===== src/sv/stepped_gain_pot_controller_top_assert.svh =====
// Assertion macros for the stepped gain pot controller.
// Used by stepped_gain_pot_controller_top; expects i_clk and i_rst_n in scope.
`ifndef STEPPED_GAIN_POT_CONTROLLER_TOP_ASSERT_SVH
`define STEPPED_GAIN_POT_CONTROLLER_TOP_ASSERT_SVH

// same-cycle implication
`define SGPC_ASSERT_IMP(LBL, ANT, CON) \
    LBL: assert property (@(posedge i_clk) disable iff (!i_rst_n) (ANT) |-> (CON)) \
        else $error("sgpc: same-cycle check failed");

// next-cycle implication
`define SGPC_ASSERT_NXT(LBL, ANT, CON) \
    LBL: assert property (@(posedge i_clk) disable iff (!i_rst_n) (ANT) |=> (CON)) \
        else $error("sgpc: next-cycle check failed");

`endif


===== src/sv/sgpc_pkg.sv =====
// Shared types, codes and constants of the stepped gain pot controller.
// No dependencies.
package sgpc_pkg;

    localparam int MV_W    = 13;
    localparam int LEVEL_W = 14;
    localparam int WORD_W  = 14;
    localparam int IDX_W   = 3;

    localparam int unsigned WIPER_TOP_DEF = 16383;
    localparam int unsigned WIPER_RESET   = 'h67;
    localparam int unsigned WIPER_MIN     = 2;
    localparam int unsigned SCALE_Q15     = 51472;

    localparam logic [1:0] MODE_LADDER = 2'd1;
    localparam logic [1:0] MODE_FINE   = 2'd2;
    localparam logic [1:0] MODE_NARROW = 2'd3;

    localparam logic [1:0] GEAR_MIN   = 2'd0;
    localparam logic [1:0] GEAR_MAX   = 2'd3;
    localparam logic [1:0] GEAR_RESET = 2'd3;

    typedef enum logic [1:0] {
        KEY_NONE   = 2'd0,
        KEY_SCALE  = 2'd1,
        KEY_MODE   = 2'd2,
        KEY_IGNORE = 2'd3
    } t_key;

    typedef enum logic [IDX_W-1:0] {
        CFG_LADDER_HIGH = 3'd0,
        CFG_LADDER_LOW  = 3'd1,
        CFG_FINE_REF    = 3'd2,
        CFG_FINE_BAND   = 3'd3,
        CFG_NARROW_REF  = 3'd4,
        CFG_NARROW_BAND = 3'd5
    } t_cfg_idx;

    localparam logic [MV_W-1:0] LADDER_HIGH_RST = 13'd2000;
    localparam logic [MV_W-1:0] LADDER_LOW_RST  = 13'd500;
    localparam logic [MV_W-1:0] FINE_REF_RST    = 13'd1000;
    localparam logic [MV_W-1:0] FINE_BAND_RST   = 13'd200;
    localparam logic [MV_W-1:0] NARROW_REF_RST  = 13'd500;
    localparam logic [MV_W-1:0] NARROW_BAND_RST = 13'd100;

    typedef struct packed {
        logic [MV_W-1:0] ladder_high;
        logic [MV_W-1:0] ladder_low;
        logic [MV_W-1:0] fine_ref;
        logic [MV_W-1:0] fine_band;
        logic [MV_W-1:0] narrow_ref;
        logic [MV_W-1:0] narrow_band;
    } t_cfg;

    typedef struct packed {
        logic [1:0] mode;
        logic       scale;
        logic [1:0] gear;
    } t_ctrl;

    function automatic logic [WORD_W-1:0] gear_word(input logic [1:0] gear);
        logic [WORD_W-1:0] w;
        case (gear)
            2'd0:    w = 14'h0014;
            2'd1:    w = 14'h0033;
            2'd2:    w = 14'h00CD;
            default: w = 14'h0200;
        endcase
        return w;
    endfunction

endpackage


===== src/sv/sgpc_cfg.sv =====
// Configuration register bank for the stepped gain pot controller.
// Depends on sgpc_pkg.
module sgpc_cfg (
    input  logic                           i_clk,
    input  logic                           i_rst_n,
    input  logic                           i_cfg_valid,
    output logic                           o_cfg_ready,
    input  logic [sgpc_pkg::IDX_W-1:0]     i_cfg_index,
    input  logic [sgpc_pkg::MV_W-1:0]      i_cfg_data,
    output sgpc_pkg::t_cfg                 o_cfg
);

    sgpc_pkg::t_cfg r_cfg;
    sgpc_pkg::t_cfg n_cfg;

    assign o_cfg_ready = 1'b1;
    assign o_cfg       = r_cfg;

    always_comb begin
        n_cfg = r_cfg;
        if (i_cfg_valid) begin
            case (sgpc_pkg::t_cfg_idx'(i_cfg_index))
                sgpc_pkg::CFG_LADDER_HIGH: n_cfg.ladder_high = i_cfg_data;
                sgpc_pkg::CFG_LADDER_LOW:  n_cfg.ladder_low  = i_cfg_data;
                sgpc_pkg::CFG_FINE_REF:    n_cfg.fine_ref    = i_cfg_data;
                sgpc_pkg::CFG_FINE_BAND:   n_cfg.fine_band   = i_cfg_data;
                sgpc_pkg::CFG_NARROW_REF:  n_cfg.narrow_ref  = i_cfg_data;
                sgpc_pkg::CFG_NARROW_BAND: n_cfg.narrow_band = i_cfg_data;
                default: ;
            endcase
        end
    end

    always_ff @(posedge i_clk) begin
        if (!i_rst_n) begin
            r_cfg.ladder_high <= sgpc_pkg::LADDER_HIGH_RST;
            r_cfg.ladder_low  <= sgpc_pkg::LADDER_LOW_RST;
            r_cfg.fine_ref    <= sgpc_pkg::FINE_REF_RST;
            r_cfg.fine_band   <= sgpc_pkg::FINE_BAND_RST;
            r_cfg.narrow_ref  <= sgpc_pkg::NARROW_REF_RST;
            r_cfg.narrow_band <= sgpc_pkg::NARROW_BAND_RST;
        end else begin
            r_cfg <= n_cfg;
        end
    end

endmodule


===== src/sv/sgpc_step.sv =====
// Per-item next-state and result logic: key handling, pi/2 scaling,
// gear ladder and deadband wiper loop. Depends on sgpc_pkg.
module sgpc_step #(
    parameter int unsigned WIPER_TOP = sgpc_pkg::WIPER_TOP_DEF,
    parameter int          WIPER_W   = $clog2(WIPER_TOP + 1)
) (
    input  logic [1:0]                          i_key,
    input  logic signed [sgpc_pkg::LEVEL_W-1:0] i_level,
    input  sgpc_pkg::t_cfg                      i_cfg,
    input  sgpc_pkg::t_ctrl                     i_ctrl,
    input  logic [WIPER_W-1:0]                  i_wiper,
    output sgpc_pkg::t_ctrl                     o_ctrl,
    output logic [WIPER_W-1:0]                  o_wiper,
    output logic                                o_wr,
    output logic [sgpc_pkg::WORD_W-1:0]         o_word
);

    localparam int PROD_W = 31;
    localparam int CMP_W  = 16;
    localparam logic signed [PROD_W-1:0] SCALE_S = PROD_W'(sgpc_pkg::SCALE_Q15);
    localparam logic [WIPER_W-1:0] WMIN = WIPER_W'(sgpc_pkg::WIPER_MIN);
    localparam logic [WIPER_W:0]   WTOP = (WIPER_W + 1)'(WIPER_TOP);

    sgpc_pkg::t_ctrl            ctrl_k;
    logic signed [PROD_W-1:0]   lvl_ext;
    logic signed [PROD_W-1:0]   prod;
    logic signed [CMP_W-1:0]    lvl;
    logic signed [CMP_W-1:0]    ref_mv;
    logic signed [CMP_W-1:0]    band;
    logic signed [CMP_W-1:0]    diff;
    logic [WIPER_W:0]           wiper_inc;

    always_comb begin
        ctrl_k = i_ctrl;
        case (sgpc_pkg::t_key'(i_key))
            sgpc_pkg::KEY_SCALE: ctrl_k.scale = ~i_ctrl.scale;
            sgpc_pkg::KEY_MODE: begin
                if (i_ctrl.mode == sgpc_pkg::MODE_NARROW || i_ctrl.mode == 2'd0)
                    ctrl_k.mode = sgpc_pkg::MODE_LADDER;
                else
                    ctrl_k.mode = i_ctrl.mode + 2'd1;
            end
            default: ;
        endcase
    end

    // floor(mv * pi/2) in Q15; product magnitude stays below 2^29
    assign lvl_ext = PROD_W'(i_level);
    assign prod    = lvl_ext * SCALE_S;
    assign lvl     = ctrl_k.scale ? CMP_W'(signed'(prod[29:15])) : CMP_W'(i_level);

    always_comb begin
        if (ctrl_k.mode == sgpc_pkg::MODE_FINE) begin
            ref_mv = signed'(CMP_W'(i_cfg.fine_ref));
            band   = signed'(CMP_W'(i_cfg.fine_band));
        end else begin
            ref_mv = signed'(CMP_W'(i_cfg.narrow_ref));
            band   = signed'(CMP_W'(i_cfg.narrow_band));
        end
    end

    assign diff      = lvl - ref_mv;
    assign wiper_inc = {1'b0, i_wiper} + (WIPER_W + 1)'(1);

    always_comb begin
        o_ctrl  = ctrl_k;
        o_wiper = i_wiper;
        o_wr    = 1'b0;
        o_word  = '0;
        if (ctrl_k.mode == sgpc_pkg::MODE_LADDER) begin
            if (lvl > signed'(CMP_W'(i_cfg.ladder_high))) begin
                o_wr   = 1'b1;
                o_word = sgpc_pkg::gear_word(ctrl_k.gear);
                if (ctrl_k.gear != sgpc_pkg::GEAR_MIN)
                    o_ctrl.gear = ctrl_k.gear - 2'd1;
            end else if (lvl < signed'(CMP_W'(i_cfg.ladder_low))) begin
                o_wr   = 1'b1;
                o_word = sgpc_pkg::gear_word(ctrl_k.gear);
                if (ctrl_k.gear != sgpc_pkg::GEAR_MAX)
                    o_ctrl.gear = ctrl_k.gear + 2'd1;
            end
        end else begin
            if (diff > band) begin
                o_wr    = 1'b1;
                o_word  = sgpc_pkg::WORD_W'(i_wiper);
                o_wiper = (i_wiper <= WMIN) ? WMIN : i_wiper - WIPER_W'(1);
            end else if (diff < -band) begin
                o_wr    = 1'b1;
                o_word  = sgpc_pkg::WORD_W'(i_wiper);
                o_wiper = (wiper_inc >= WTOP) ? WIPER_W'(WIPER_TOP - 1)
                                              : wiper_inc[WIPER_W-1:0];
            end
        end
    end

endmodule


===== src/sv/stepped_gain_pot_controller_top.sv =====
// Channel  | Direction | Handshake                  | Payload
// in       | sink      | i_in_valid / o_in_stall    | i_key_event, i_output_level_mv
// out      | source    | o_out_valid / i_out_stall  | o_write_valid .. o_scaling_now
// cfg      | sink      | i_cfg_valid / o_cfg_ready  | i_cfg_index, i_cfg_data
//
// One item per cycle sustained while the out channel is not stalled; an accepted item goes
// from the input register through one step of logic into the result register.
// Control state updates as the item moves into the result register.
// Synchronous active-low reset restores control state and registers; no clearing pass.
// o_in_stall rises only when the input register holds an item and the result
// register is full and stalled.
// Depends on sgpc_pkg, sgpc_cfg, sgpc_step, stepped_gain_pot_controller_top_assert.svh.
module stepped_gain_pot_controller_top #(
    parameter int unsigned WIPER_TOP = sgpc_pkg::WIPER_TOP_DEF
) (
    input  logic                                i_clk,
    input  logic                                i_rst_n,
    input  logic                                i_in_valid,
    output logic                                o_in_stall,
    input  logic [1:0]                          i_key_event,
    input  logic signed [sgpc_pkg::LEVEL_W-1:0] i_output_level_mv,
    output logic                                o_out_valid,
    input  logic                                i_out_stall,
    output logic                                o_write_valid,
    output logic [sgpc_pkg::WORD_W-1:0]         o_wiper_word,
    output logic [1:0]                          o_gear_now,
    output logic [1:0]                          o_mode_now,
    output logic                                o_scaling_now,
    input  logic                                i_cfg_valid,
    output logic                                o_cfg_ready,
    input  logic [sgpc_pkg::IDX_W-1:0]          i_cfg_index,
    input  logic [sgpc_pkg::MV_W-1:0]           i_cfg_data
);

    localparam int WIPER_W = $clog2(WIPER_TOP + 1);

    sgpc_pkg::t_cfg                      cfg;
    sgpc_pkg::t_ctrl                     n_ctrl;
    logic [WIPER_W-1:0]                  n_wiper;
    logic                                n_wr;
    logic [sgpc_pkg::WORD_W-1:0]         n_word;
    logic                                w_adv;

    logic                                r_in_valid;
    logic [1:0]                          r_in_key;
    logic signed [sgpc_pkg::LEVEL_W-1:0] r_in_level;
    sgpc_pkg::t_ctrl                     r_ctrl;
    logic [WIPER_W-1:0]                  r_wiper;
    logic                                r_out_valid;
    logic                                r_out_wr;
    logic [sgpc_pkg::WORD_W-1:0]         r_out_word;
    sgpc_pkg::t_ctrl                     r_out_ctrl;

    sgpc_cfg u_cfg (
        .i_clk       (i_clk),
        .i_rst_n     (i_rst_n),
        .i_cfg_valid (i_cfg_valid),
        .o_cfg_ready (o_cfg_ready),
        .i_cfg_index (i_cfg_index),
        .i_cfg_data  (i_cfg_data),
        .o_cfg       (cfg)
    );

    sgpc_step #(
        .WIPER_TOP (WIPER_TOP),
        .WIPER_W   (WIPER_W)
    ) u_step (
        .i_key   (r_in_key),
        .i_level (r_in_level),
        .i_cfg   (cfg),
        .i_ctrl  (r_ctrl),
        .i_wiper (r_wiper),
        .o_ctrl  (n_ctrl),
        .o_wiper (n_wiper),
        .o_wr    (n_wr),
        .o_word  (n_word)
    );

    assign w_adv      = r_in_valid && (!r_out_valid || !i_out_stall);
    assign o_in_stall = r_in_valid && !w_adv;

    always_ff @(posedge i_clk) begin
        if (!i_rst_n) begin
            r_in_valid  <= 1'b0;
            r_out_valid <= 1'b0;
            r_ctrl.mode  <= sgpc_pkg::MODE_LADDER;
            r_ctrl.scale <= 1'b1;
            r_ctrl.gear  <= sgpc_pkg::GEAR_RESET;
            r_wiper     <= WIPER_W'(sgpc_pkg::WIPER_RESET);
        end else begin
            if (i_in_valid && !o_in_stall)
                r_in_valid <= 1'b1;
            else if (w_adv)
                r_in_valid <= 1'b0;
            if (w_adv) begin
                r_out_valid <= 1'b1;
                r_ctrl      <= n_ctrl;
                r_wiper     <= n_wiper;
            end else if (!i_out_stall) begin
                r_out_valid <= 1'b0;
            end
        end
    end

    always_ff @(posedge i_clk) begin
        if (i_in_valid && !o_in_stall) begin
            r_in_key   <= i_key_event;
            r_in_level <= i_output_level_mv;
        end
        if (w_adv) begin
            r_out_wr   <= n_wr;
            r_out_word <= n_word;
            r_out_ctrl <= n_ctrl;
        end
    end

    assign o_out_valid   = r_out_valid;
    assign o_write_valid = r_out_wr;
    assign o_wiper_word  = r_out_word;
    assign o_gear_now    = r_out_ctrl.gear;
    assign o_mode_now    = r_out_ctrl.mode;
    assign o_scaling_now = r_out_ctrl.scale;

`include "stepped_gain_pot_controller_top_assert.svh"

    `SGPC_ASSERT_IMP(a_idle_word_zero, r_out_valid && !r_out_wr, r_out_word == '0)
    `SGPC_ASSERT_IMP(a_wiper_floor, 1'b1, r_wiper >= WIPER_W'(sgpc_pkg::WIPER_MIN))
    `SGPC_ASSERT_IMP(a_wiper_ceil, 1'b1, r_wiper < WIPER_W'(WIPER_TOP))
    `SGPC_ASSERT_IMP(a_mode_legal, 1'b1, r_ctrl.mode >= sgpc_pkg::MODE_LADDER)
    `SGPC_ASSERT_NXT(a_state_hold, !w_adv, $stable(r_ctrl) && $stable(r_wiper))
    `SGPC_ASSERT_IMP(a_out_tracks_state, r_out_valid, r_out_ctrl == r_ctrl)

endmodule


===== config.mk =====
export PLATFORM = sky130hd
export DESIGN_NAME = stepped_gain_pot_controller_top
export DESIGN_NICKNAME = d
export VERILOG_FILES = /design/src/sv/sgpc_pkg.sv /design/src/sv/sgpc_cfg.sv /design/src/sv/sgpc_step.sv /design/src/sv/stepped_gain_pot_controller_top.sv
export VERILOG_INCLUDE_DIRS = /design/src /design/src/sv
export SDC_FILE = /design/constraint.sdc
export NUM_CORES = 1
export LEC_CHECK = 0
export ABC_AREA = 1
export BUFFER_PORTS_ARGS = -buffer_cell sky130_fd_sc_hd__buf_2
export CAP_MARGIN = 0
export CORE_UTILIZATION = 65
export CTS_BUF_LIST = sky130_fd_sc_hd__clkbuf_4
export DETAILED_ROUTE_END_ITERATION = 10
export HOLD_SLACK_MARGIN = 0.06
export PLACE_DENSITY = 0.84
export SLEW_MARGIN = 20
export SYNTH_ARGS = -nofsm -noshare
export SYNTH_HDL_FRONTEND = slang
export SYNTH_HIERARCHICAL = 1
export SYNTH_SLANG_ARGS = --single-unit

===== constraint.sdc =====
create_clock -name i_clk -period 9.7 [get_ports i_clk]
set_clock_uncertainty 0.15 [all_clocks]
set_input_delay 0.97 -clock i_clk [delete_from_list [all_inputs] [get_ports i_clk]]
set_output_delay 0.97 -clock i_clk [all_outputs]
set_load 0.005 [all_outputs]

======== Yosys cells after proc, flatten, opt, wreduce, memory -nomap -nowiden ========
Cells that the tools add are included.
W data, S select, Z words.
operators by class
  $add $sub $neg .......................... 7
  multiply operators ...................... 1
  magnitude comparators ................... 6
  equality and inequality tests ........... 14
  muxes and demuxes ....................... 30
  bitwise operators ....................... 2
  reduce and logical (&&, ||, !) cells .... 22
operator list
  cell                      number
  $mux W14                  8
  $gt A16 B14 Y1            2
  $pmux W10 S3              1
  $mul A14 B13 Y26 const B  1
  $mux W13                  2
  $lt A16 B14 Y1            1
  $lt A16 B16 Y1            1
  $mux W16                  1
  $neg A13 Y16              1
  $sub A16 B14 Y16          1
  $add A14 B1 Y15 const B   1
  $ge A15 B14 Y1 const B    1
  $le A14 B2 Y1 const B     1
  $mux W2                   7
  $sub A14 B1 Y14 const B   1
  $reduce_and A2 Y1         6
  $mux W1                   10
  $mux W10                  1
  $eq A2 B2 Y1 const B      4
  $eq A2 B1 Y1 const B      3
  $eq A3 B2 Y1 const B      2
  $eq A3 B3 Y1 const B      2
  $reduce_bool A2 Y1        3
  $add A2 B1 Y2 const B     2
  other kinds (11)          19
storage, ports and cells
  bits in registers ....................... 135
  input port bits ......................... 37
  output and inout bits ................... 23
  word-level logic and storage cells ...... 101

======== Logic depth before layout (Yosys ltp) ========
Gate-level depths: netlist of the first run.
  word-level depth ........................ 11
  mapped depth ............................ 52
  mapped depth without buffers ............ 51

======== Hierarchy ========
The synthesis of the first run kept the hierarchy.
by module, submodules not included
  module                           instances  cells an instance  area each (um^2)  seq. area each (um^2)
  sgpc_step                        1          1,201              7,393.3           0.0
  sgpc_cfg                         1          424                3,042.9           1,561.5
  stepped_gain_pot_controller_top  1          154                1,929.4           1,501.4

======== Worst setup path before layout of the first run ========
Ideal clock, no wire load.
  path type ............................... reg2reg
  start point ............................. register r_in_level[1] (netlist bit)
  end point ............................... register r_wiper[12]
  library setup time ...................... 115 ps
  arrival ................................. 6,932 ps
  data required time ...................... 9,435 ps
  slack ................................... 2,503 ps
  stages on the path, launching flop included .. 44
  period minus slack after synthesis ...... 7,197 ps
  cell sequence ........................... edfxtp_1 -> ha_1 -> inv_1 -> fa_1 -> inv_1 -> fa_1 -> fa_1 -> ha_1 -> ha_1 -> nand2_1 -> nand2_1 -> nand2_1 -> nand2_1 -> a21oi_1 -> nand2_1 -> a31oi_1 -> inv_1 -> or2_2 -> (+8 left out) -> ha_1 -> inv_1 -> nor3_1 -> a211oi_1 -> nand2_4 -> nand2_4 -> nand2_4 -> buf_12 -> nand2_2 -> nand2_1 -> nand2_1 -> nand2_1 -> nand2_1 -> nand2_1 -> inv_1 -> nand3_1 -> nand2_1 -> nor2_1
on the way
  cells in the longest elaborated chain, start to end .. 6
  elaborated cells between the ends (all ways) .. 8
RTL lines
  element                                           RTL line                                source
  from (decl)                                       stepped_gain_pot_controller_top.sv:46   logic signed [sgpc_pkg::LEVEL_W-1:0] r_in_level;
  from (signal assigned)                            stepped_gain_pot_controller_top.sv:108  r_in_level <= i_output_level_mv;
  $mul A14 B13 Y26                                  sgpc_step.sv:49                         assign prod = lvl_ext * SCALE_S;
  $mux W16 *                                        sgpc_step.sv:50                         assign lvl = ctrl_k.scale ? CMP_W'(signed'(prod[29:15])) : CMP_W'(i_level);
  $sub A16 B14 Y16 *                                sgpc_step.sv:62                         assign diff = lvl - ref_mv;
  $lt A16 B16 Y1 or $gt A16 B14 Y1 (tied branches)  sgpc_step.sv:87, sgpc_step.sv:83
  $reduce_bool A2 Y1 (no line)                      --
  $reduce_and A3 Y1 (no line)                       --
  to (signal assigned)                              stepped_gain_pot_controller_top.sv:89   r_wiper <= WIPER_W'(sgpc_pkg::WIPER_RESET);
  to (signal assigned)                              stepped_gain_pot_controller_top.sv:98   r_wiper <= n_wiper;
  to (decl)                                         stepped_gain_pot_controller_top.sv:48   logic [WIPER_W-1:0] r_wiper;
Every way passes the cells marked *; elsewhere a longest branch is shown, timed or not.
A chain may end at the register's enable or synchronous reset.

======== Worst setup path in the final report of the first run ========
  start point ............................. register r_in_level[2] (netlist bit)
  end point ............................... register r_wiper[4]
The elaborated chain is that of the path after synthesis.

==> flow_metrics.tcl, run 1 <==
set metrics [dict create \
    synth_compound_area_share_pct 6.719 \
    path_depth 43 \
    worstPathRequired_ns 10.06 \
    setup_viol 0 \
    clkSlewWorstSetupHoldPaths_ns 0.13 \
    r2r_start "r_in_level[2]" \
    fp.dieW_um 139.9 \
    postRouteAntennaNets 0 \
    syn_area_per_cell_um2 6.951 \
    synth_cells 1779 \
    p_sw_mw 2.188 \
    r2r_setup_slack_ns 1.35 \
    die_area_mm2 0.01958 \
    fillCellCount 1634 \
    leakagePower_nw 6.779 \
    area_growth_pct 4.604 \
    cp-start-kind "flip-flop" \
    dp_slack_ns 1.409 \
    clock-sinks 135 \
    met2_length_um 14530 \
    root_buffer "clkbuf_4" \
    synth_top_family_by_area "simple AND/OR/NAND/NOR gates" \
    hold_buffers 0 \
    power_frac_clock_pct 9.8 \
    r2r-end "r_wiper[4]" \
    worstMarginPinSlew_ns 1.060 \
    synthXorXnorAreaFrac_pct 4.462 \
    cp-end-kind "flip-flop" \
    multiInputGateArea_mm2 0.008089 \
    rows 50 \
    crit_end "r_wiper[4]" \
    maxUsedRoutingLayer "met4" \
    hp-class "reg2reg" \
    power.density_mw_per_mm2 306.9 \
    p_comb_share_pct 73.5 \
    numCtsBuffers 17 \
    ys_seq_area_share_pct 24.77 \
    io_buffers 58 \
    status "complete, no violations" \
    drt_iter0_markers 1004 \
    totalWireLength_um 31050 \
    htree_levels 4 \
    finalSetupTns_ns 0 \
    wl_met3_um 1749 \
    switching_share_pct 55.11 \
    post-cts-setup-buffers 0 \
    core-area_mm2 0.01871 \
    antenna_found_initial 1 \
    fin_crit_sh_pct 86.10 \
    grtUsageTotal_pct 32.80 \
    cts_tree "built" \
    grt_pass1_wl_um 51360 \
    dpl.hpwl_um 23060 \
    slowest_stage "a211oi_1" \
    layout_commonest_cell "nand2_1" \
    critical_path.most_common_cell "nand2_1" \
    crit_type "reg2reg" \
    drt-met1-wl_um 13880 \
    yosysWarnings 6 \
    period_minus_slack_ns 8.352 \
    synthMuxAreaShare_pct 1.022 \
    grt_max_degree 99 \
    rsz0062_at_grt "false" \
    place.gp.congestion 0.9761 \
    syn-num-nets 1972 \
    dr_total_vias 11571 \
    cts-resized-gates 0 \
    p_int_mw 1.782 \
    path_buf_inv 4 \
    r2r_cells 43 \
    crit_fanout 15 \
    via_per_inst 5.647 \
    synthAdderAreaFrac_pct 17.69 \
    ys.flop_type "dfxtp_1" \
    finalHoldViolations 0 \
    mostFrequentLayoutCells "nand2_1, inv_1, nand3_1" \
    synthSimpleGateAreaFrac_pct 35.45 \
    fin_ws_ns 1.348 \
    synth_edf_count 36 \
    start_util_pct 66.11 \
    slowest_delay_ns 0.58 \
    clk_path_buf_depth 2 \
    pin_count 60 \
    seq_area_mm2 0.003063 \
    ir_drop_uv 178.1 \
    ys_seq_elements 135 \
    slew_headroom_pct 29.34 \
    wl_per_cell_um 15.15 \
    final_layout_size_suffix_gt1_share_pct 10.86 \
    drc 0 \
    layout.nets 1994 \
    syn_area_mm2 0.01237 \
    crit_family "adder cells" \
    grt_pass1_vias 10709 \
    die_h_um 139.9 \
    p_seq_share_pct 16.7 \
    clk_latency_ns 0.58 \
    synthArstFlopShare_pct 0 \
    ys_types 59 \
    gr-total-overflow 0 \
    maxCapViolations 0 \
    slew_violations 0 \
    crit_arrival_ns 8.71 \
    critPathLaunch "r_in_level[2]" \
    fmax_mhz 119.7 \
    dr.pass1.iters 6 \
]
-- worst register-to-register path, delay by kind of cell (launching register included) --
kind | cells | cell delay (ns)
compound gates | 8 | 2.12
simple gates | 21 | 1.99
fa+ha+maj | 8 | 3.07
xor+xnor | 2 | 0.24
flops | 1 | 0.52
buf+inv | 4 | 0.19
-- kinds of logic after synthesis --
logic type      Yosys count
compound gates          136
buf+inv                 292
simple gates            985
mux                      10
xor+xnor                 63
fa+ha+maj               157
flops                   135
other cells               1
-- cell type report --
class / instances / area share, %
inverters: 231 / 6.713
clock buffers: 17 / 0.9866
multi-input cells: 1352 / 62.54
well taps: 234 / 2.263
clock inverters: 15 / 1.209
repair buffers: 64 / 2.592
diodes: 1 / 0.01935
flip-flops and latches: 135 / 23.68
-- through the flow --
stage          power [mW]  utilization (%)  std cells  instance area [µm²]  hold slack [ns]
2_1_floorplan       2.939                -       1779                12370           0.2770
3_3_place_gp        3.424            67.62       2016                12650           0.2909
3_5_place_dp        3.512            67.62       2016                12650           0.2951
4_1_cts             3.924            69.14       2048                12930           0.3285
5_1_grt             4.383            69.15       2049                12930           0.3536
6_report            3.970            69.15       2049                12930           0.3228
-- registers in the layout, summed over array words and instances (netlist names) --
name and cells:
r_in_key 2, o_wiper_word 14, r_in_level 14, r_in_valid 1
o_write_valid 1, u_cfg/o_cfg 78, r_wiper 14, o_mode_now 2
o_gear_now 2, o_out_valid 1, r_ctrl 5, o_scaling_now 1
-- layer usage --
metal  vias up  GRT usage, %
li1       5779             -
met1      5301         42.96
met2       422         54.97
met3        69         4.444
met4         0         12.61
met5         -             0
-- power groups by stage --
stage | Sequential, mW | Combinational, mW | Clock [mW]
global route | 0.669 | 3.29 | 0.419
detailed placement | 0.676 | 2.84 | 0
finish | 0.664 | 2.92 | 0.388
floorplan | 0.664 | 2.27 | 0
global placement | 0.675 | 2.75 | 0
CTS | 0.663 | 2.86 | 0.397
-- cell usage after synthesis, types with 20 or more instances --
library cell | n | share of area (%)
a21oi_1 | 49 | 2.0
buf_2 | 21 | 0.85
clkbuf_1 | 20 | 0.61
dfxtp_1 | 99 | 16
edfxtp_1 | 36 | 8.7
fa_1 | 30 | 4.9
ha_1 | 126 | 13
inv_1 | 218 | 6.6
nand2_1 | 476 | 14
nand2_2 | 20 | 1.0
nand3_1 | 210 | 8.5
nand4_1 | 28 | 1.4
nor2_1 | 176 | 5.3
o21ai_0 | 35 | 1.4
xor2_1 | 47 | 3.3
-- worst min path at each step --
stage / from / endpoint / slack, ns / cells past startpoint
floorplan: r_wiper[2] / r_wiper[2] / 0.28 / 2
global placement: u_cfg/o_cfg[5] / u_cfg/o_cfg[5] / 0.29 / 2
detailed placement: u_cfg/o_cfg[6] / u_cfg/o_cfg[6] / 0.30 / 2
CTS: u_cfg/o_cfg[6] / u_cfg/o_cfg[6] / 0.33 / 2
global route: u_cfg/o_cfg[75] / u_cfg/o_cfg[75] / 0.35 / 2
finish: u_cfg/o_cfg[6] / u_cfg/o_cfg[6] / 0.32 / 2
(Power assumes the default switching activity.)
==> inputs of run 2 (changes only) <==
Settings changed: CORE_UTILIZATION 65 to 25, PLACE_DENSITY 0.84 to not set, SYNTH_HIERARCHICAL 1 to not set.
==> run 2 against run 1 <==
  * Worst hold slack worse by 0.0083 ns
  * Final cell count up 5.8%
  * Count of clock-buffer cells in the layout unchanged
  * Fmax up 4.0%
  * Sequential share of layout area up 1.1 points
  * Worst setup slack better by 0.32 ns
  * First-iteration DRC count down 43%
  * Global-route usage down 20 points
  * Register-to-register slack better by 0.32 ns
  * Die area up 130%
  * Clock power up 14%
==> flow_metrics.tcl, run 2 <==
set metrics [dict create \
    dpl.hpwl_um 22580 \
    grt_util_met3_pct 2.241 \
    critical_path.most_common_cell "ha_1" \
    r2r_setup_slack_ns 1.67 \
    path_buf_inv 3 \
    ys_seq_area_share_pct 27.39 \
    yosys.area.top_type_share_pct 17.72 \
    period_minus_slack_ns 8.027 \
    synth_cells 1520 \
    final_layout_size_suffix_gt1_share_pct 8.571 \
    ys.flop_type "dfxtp_1" \
    setup_viol 0 \
    slowest_delay_ns 0.52 \
    ys_seq_elements 135 \
    hp-class "reg2reg" \
    grtUsageMet1_pct 18.67 \
    core-area_mm2 0.04412 \
    synth_area_leader_cell "dfxtp_1" \
    cts_tree "built" \
    drt_iter0_markers 573 \
    grt_pass1_wl_um 47800 \
    r2r_cells 33 \
    postRouteAntennaNets 0 \
    cp-start-kind "flip-flop" \
    ir_drop_uv 180.8 \
    largest_reg_flops 78 \
    place.gp.congestion 0.9049 \
    use_met2_pct 20.88 \
    power.density_mw_per_mm2 319.9 \
    io_buffers 58 \
    start_util_pct 25.35 \
    mostFrequentLayoutCells "nand2_1, inv_1, ha_1" \
    finalPower_mw 3.961 \
    yosysWarnings 0 \
    syn_area_per_cell_um2 7.358 \
    status "complete, no violations" \
    worstMarginPinSlew_ns 1.024 \
    worstPathRequired_ns 9.86 \
    leakagePower_nw 6.077 \
    clock-sinks 135 \
    die_h_um 213.5 \
    post-cts-setup-buffers 0 \
    gr-total-overflow 0 \
    pin_count 60 \
    numCtsBuffers 17 \
    grt.busiest_layer "met2" \
    critPathLaunch "r_in_level[2]" \
    crit_family "adder cells" \
    r2r_start "r_in_level[2]" \
    cp-end-kind "flip-flop" \
    dr_total_vias 9862 \
    slowest_stage "fa_1" \
    totalWireLength_um 29150 \
    wl_per_cell_um 13.44 \
    grt_max_degree 68 \
    antenna_found_initial 1 \
    grtUsageTotal_pct 13.22 \
    yosysMostFrequentCell "nand2_1" \
    die_area_mm2 0.04559 \
    finalHoldViolations 0 \
    layout.nets 1769 \
    crit_arrival_ns 8.19 \
    syn_area_mm2 0.01118 \
    crit_end "o_wiper_word[6]" \
    hold_buffers 0 \
    clk_latency_ns 0.60 \
    clk_path_buf_depth 2 \
    yosys-top-cells-count "nand2_1, inv_1, ha_1" \
    r2r-end "o_wiper_word[6]" \
    drc 0 \
    finalSetupTns_ns 0 \
    fin_crit_sh_pct 82.76 \
    fp.dieW_um 213.5 \
    rows 77 \
    area_growth_pct 10.71 \
    via_per_inst 4.549 \
    fmax_mhz 124.6 \
    root_buffer "clkbuf_4" \
    synth_edf_count 36 \
    htree_levels 4 \
    slew_violations 0 \
    grt_pass1_vias 9254 \
    crit_type "reg2reg" \
    dr.pass1.iters 5 \
    path_depth 33 \
    yosys-top-cells-area "dfxtp_1, ha_1, nand2_1" \
    maxCapViolations 0 \
    slew_headroom_pct 31.50 \
    crit_fanout 20 \
    clkSlewWorstSetupHoldPaths_ns 0.16 \
    layout_commonest_cell "nand2_1" \
    synthArstFlopShare_pct 0 \
    syn-num-nets 1727 \
    cts-resized-gates 0 \
    ys_types 50 \
    rsz0062_at_grt "false" \
]
-- run 2: layout make-up --
| class | instances | area [µm²] |
|---|---|---|
| Clock inverter | 15 | 191.4 |
| Inverter | 213 | 799.5 |
| Tap cell | 592 | 740.7 |
| Fill cell | 4852 | 31740 |
| Clock buffer | 17 | 127.6 |
| Antenna cell | 1 | 2.502 |
| Sequential cell | 135 | 3063 |
| Timing Repair Buffer | 63 | 327.8 |
| Multi-Input combinational cell | 1132 | 7129 |
-- run 2: report_power, final --
| group | internal (mW) | total (mW) | leakage (nW) | switching (mW) |
|---|---|---|---|---|
| combinational | 1.05 | 2.84 | 4.75 | 1.78 |
| sequential | 0.637 | 0.680 | 1.15 | 0.0430 |
| clock | 0.186 | 0.444 | 0.172 | 0.258 |
| total | 1.88 | 3.96 | 6.08 | 2.08 |
-- run 2: worst min path at each step --
stage | start | end | slack (ns) | depth (start not counted)
after global routing | i_output_level_mv[8] | r_in_level[8] | 0.32 | 1
after global placement | u_cfg.o_cfg[42] | u_cfg.o_cfg[42] | 0.29 | 2
after floorplan | u_cfg.o_cfg[42] | u_cfg.o_cfg[42] | 0.28 | 2
after detailed placement | u_cfg.o_cfg[19] | u_cfg.o_cfg[19] | 0.29 | 2
after CTS | u_cfg.o_cfg[12] | u_cfg.o_cfg[12] | 0.32 | 2
final | u_cfg.o_cfg[1] | u_cfg.o_cfg[1] | 0.31 | 2
-- run 2: worst register-to-register path, delay by kind of cell, from the launching register on --
kind / cells / cell delay (ns)
AO/OA/AOI/OAI: 9 / 1.85
XOR/XNOR: 2 / 0.27
adder cells (fa/ha/maj): 8 / 3.09
buffers and inverters: 3 / 0.18
flip-flops: 1 / 0.51
AND/OR/NAND/NOR: 11 / 1.71
-- run 2: layer usage --
| metal | share of wire, % | wire (µm) |
|---|---|---|
| met5 | 0 | 0 |
| met2 | 44 | 12680 |
| met4 | 1.3 | 384 |
| met1 | 51 | 14790 |
| met3 | 4.4 | 1288 |
-- run 2: kinds of logic after synthesis --
| logic type | after synthesis | synth area share [%] |
|---|---|---|
| flip-flops | 135 | 27.39 |
| multiplexers | 13 | 1.175 |
| adder cells (fa/ha/maj) | 171 | 21.12 |
| other | 1 | 0.03353 |
| AO/OA/AOI/OAI | 260 | 12.89 |
| XOR/XNOR | 55 | 4.374 |
| AND/OR/NAND/NOR | 632 | 24.06 |
| buffers and inverters | 253 | 8.961 |
-- run 2: stage by stage --
stage          instance area, µm²  instances  setup slack, ns  hold slack [ns]  utilization [%]
2_1_floorplan               11180       1520            2.906           0.2782                -
3_3_place_gp                12060       2135            1.909           0.2863            27.33
3_5_place_dp                12060       2135            1.753           0.2923            27.33
4_1_cts                     12380       2167            1.654           0.3159            28.05
5_1_grt                     12380       2168           0.9727           0.3240            28.06
6_report                    12380       2168            1.673           0.3144            28.06
==> inputs of run 3 (changes only) <==
Clock period 9.7 ns to 7 ns, I/O delays scaled along.
==> run 3 against run 2 <==
  * Global-route usage is 0.49 points higher
  * Count of clock-buffer cells in the layout stayed put
  * Worst hold slack lost 0.20 ns
  * Wire length grew 8.2%
  * Sequential share of layout area is 3.0 points lower
  * Final cell count is 5.5% higher
  * Sequential power grew 38%
  * Core utilization is 3.9 points higher
  * Sequential cell count is the same
  * Register-to-register slack got worse by 1.6 ns
  * Total power is 95% higher
==> flow_metrics.tcl, run 3 (same netlist as run 2, synthesis figures left out) <==
set metrics [dict create \
    status "complete, no violations" \
    hold_path_depth 1 \
    fmax_mhz 144.8 \
    fin_crit_sh_pct 98.66 \
    min_to "r_in_level[7]" \
    drc 0 \
    fillCellCount 4754 \
    grt_pass1_wl_um 49550 \
    cts_tree "built" \
    layout_commonest_cell "nand2_1" \
    pin_count 60 \
    worstPathRequired_ns 7.34 \
    drt_iter0_markers 645 \
    setup_viol 0 \
    rsz0062_at_grt "true" \
    hp-class "in2reg" \
    die_area_mm2 0.04559 \
    min_from "i_output_level_mv[7]" \
    grt_pass1_vias 9721 \
    rows 77 \
    wl_per_cell_um 13.78 \
    place.gp.congestion 0.9101 \
    worstMarginPinSlew_ns 1.001 \
    gr-total-overflow 0 \
    power.density_mw_per_mm2 549.0 \
    grt_max_degree 62 \
    cp-start-kind "flip-flop" \
    fin_hold_ws_ns 0.1136 \
    critical_path.most_common_cell "a21oi_2" \
    r2r_cells 40 \
    clk_path_buf_depth 2 \
    cp-end-kind "flip-flop" \
    start_util_pct 25.35 \
    dr.pass1.iters 5 \
    core-area_mm2 0.04412 \
    area_growth_pct 26.09 \
    clkSlewWorstSetupHoldPaths_ns 0.16 \
    htree_levels 4 \
    crit_type "reg2reg" \
    crit_arrival_ns 7.25 \
    mostFrequentLayoutCells "nand2_1, inv_1, nor2_1" \
    slowest_stage "fa_1" \
    die_h_um 213.5 \
    layout.nets 1890 \
    period_minus_slack_ns 6.906 \
    maxCapViolations 0 \
    r2r-end "r_wiper[8]" \
    r2r_setup_slack_ns 0.09 \
    antenna_found_initial 1 \
    dr_total_vias 10479 \
    postRouteAntennaNets 0 \
    grtUsageTotal_pct 13.70 \
    fin_ws_ns 0.09387 \
    dp_slack_ns -0.3379 \
    largest_reg_flops 78 \
    slew_headroom_pct 33.26 \
    fp.dieW_um 213.5 \
    root_buffer "clkbuf_4" \
    dpl.hpwl_um 23850 \
    leakagePower_nw 6.731 \
    slew_violations 0 \
    via_per_inst 4.580 \
    totalWireLength_um 31530 \
    final_layout_size_suffix_gt1_share_pct 21.53 \
    r2r_start "r_in_level[2]" \
    numCtsBuffers 17 \
    io_buffers 58 \
    clock-sinks 135 \
    clk_latency_ns 0.60 \
    crit_fanout 7 \
    ir_drop_uv 289.2 \
    finalHoldViolations 0 \
    slowest_delay_ns 0.54 \
]
[run 3: layout make-up]
type | instances | area [µm²] | share of cell area [%]
inverter | 213 | 799.5 | 5.669
clock inverter | 14 | 112.6 | 0.7985
timing repair buffer | 183 | 1368 | 9.697
clock buffer | 17 | 127.6 | 0.9050
tap | 592 | 740.7 | 5.252
antenna | 1 | 2.502 | 0.01774
sequential | 135 | 3063 | 21.72
multi-input combinational | 1133 | 7889 | 55.94
[run 3: worst max-delay path: cells and delay by family (launching register included)]
family,cells,cell delay (ns)
fa+ha+maj,8,2.84
simple gates,14,1.20
compound gates,8,1.20
buf+inv,8,0.66
flops,1,0.45
xor+xnor,2,0.28
[run 3: per-layer routing]
layer | vias up | track usage, % | part of all wire (%)
li1 | 5322 | - | -
met1 | 4854 | 18.64 | 47
met2 | 274 | 22.48 | 46
met3 | 29 | 2.490 | 5.6
met4 | 0 | 2.956 | 1.4
met5 | - | 0 | 0
[run 3: per-stage QoR]
stage               instance area, µm²  TNS (ns)  instances  total power, mW  util (%)
finish                           14100         0       2288            7.743     31.96
global route                     14100    -4.809       2288            8.472     31.96
CTS                              13280         0       2257            6.580     30.11
detailed placement               12690    -7.283       2216            5.672     28.76
global placement                 12690    -6.983       2216            5.617     28.76
floorplan                        11180         0       1520            4.070         -
[run 3: timing repair]
action,CTS,global route
endpoints found under the setup margin,29,29
setup buffers,8,20
endpoints found under the hold margin,0,7
gates resized for setup,52,111
cloned,2,3
hold buffers,0,7
pin swaps,21,75
[run 3: worst max-delay path by stage]
| stage | from | end | slack [ns] |
|---|---|---|---|
| 6_report | r_in_level[2] | r_wiper[8] | 0.09 |
| 5_1_grt | r_in_level[2] | r_wiper[7] | -0.24 |
| 4_1_cts | r_in_level[2] | o_wiper_word[2] | 0.003 |
| 2_1_floorplan | r_in_level[1] | o_wiper_word[9] | 0.21 |
| 3_3_place_gp | r_in_level[2] | r_wiper[10] | -0.29 |
| 3_5_place_dp | r_in_level[2] | r_wiper[8] | -0.34 |
[run 3: report_power, final]
| part | leakage [nW] | internal, mW | total (mW) | switching [mW] |
|---|---|---|---|---|
| clock | 0.130 | 0.147 | 0.497 | 0.350 |
| sequential | 1.15 | 0.882 | 0.940 | 0.0576 |
| combinational | 5.45 | 3.01 | 6.31 | 3.30 |
| total | 6.73 | 4.04 | 7.74 | 3.70 |
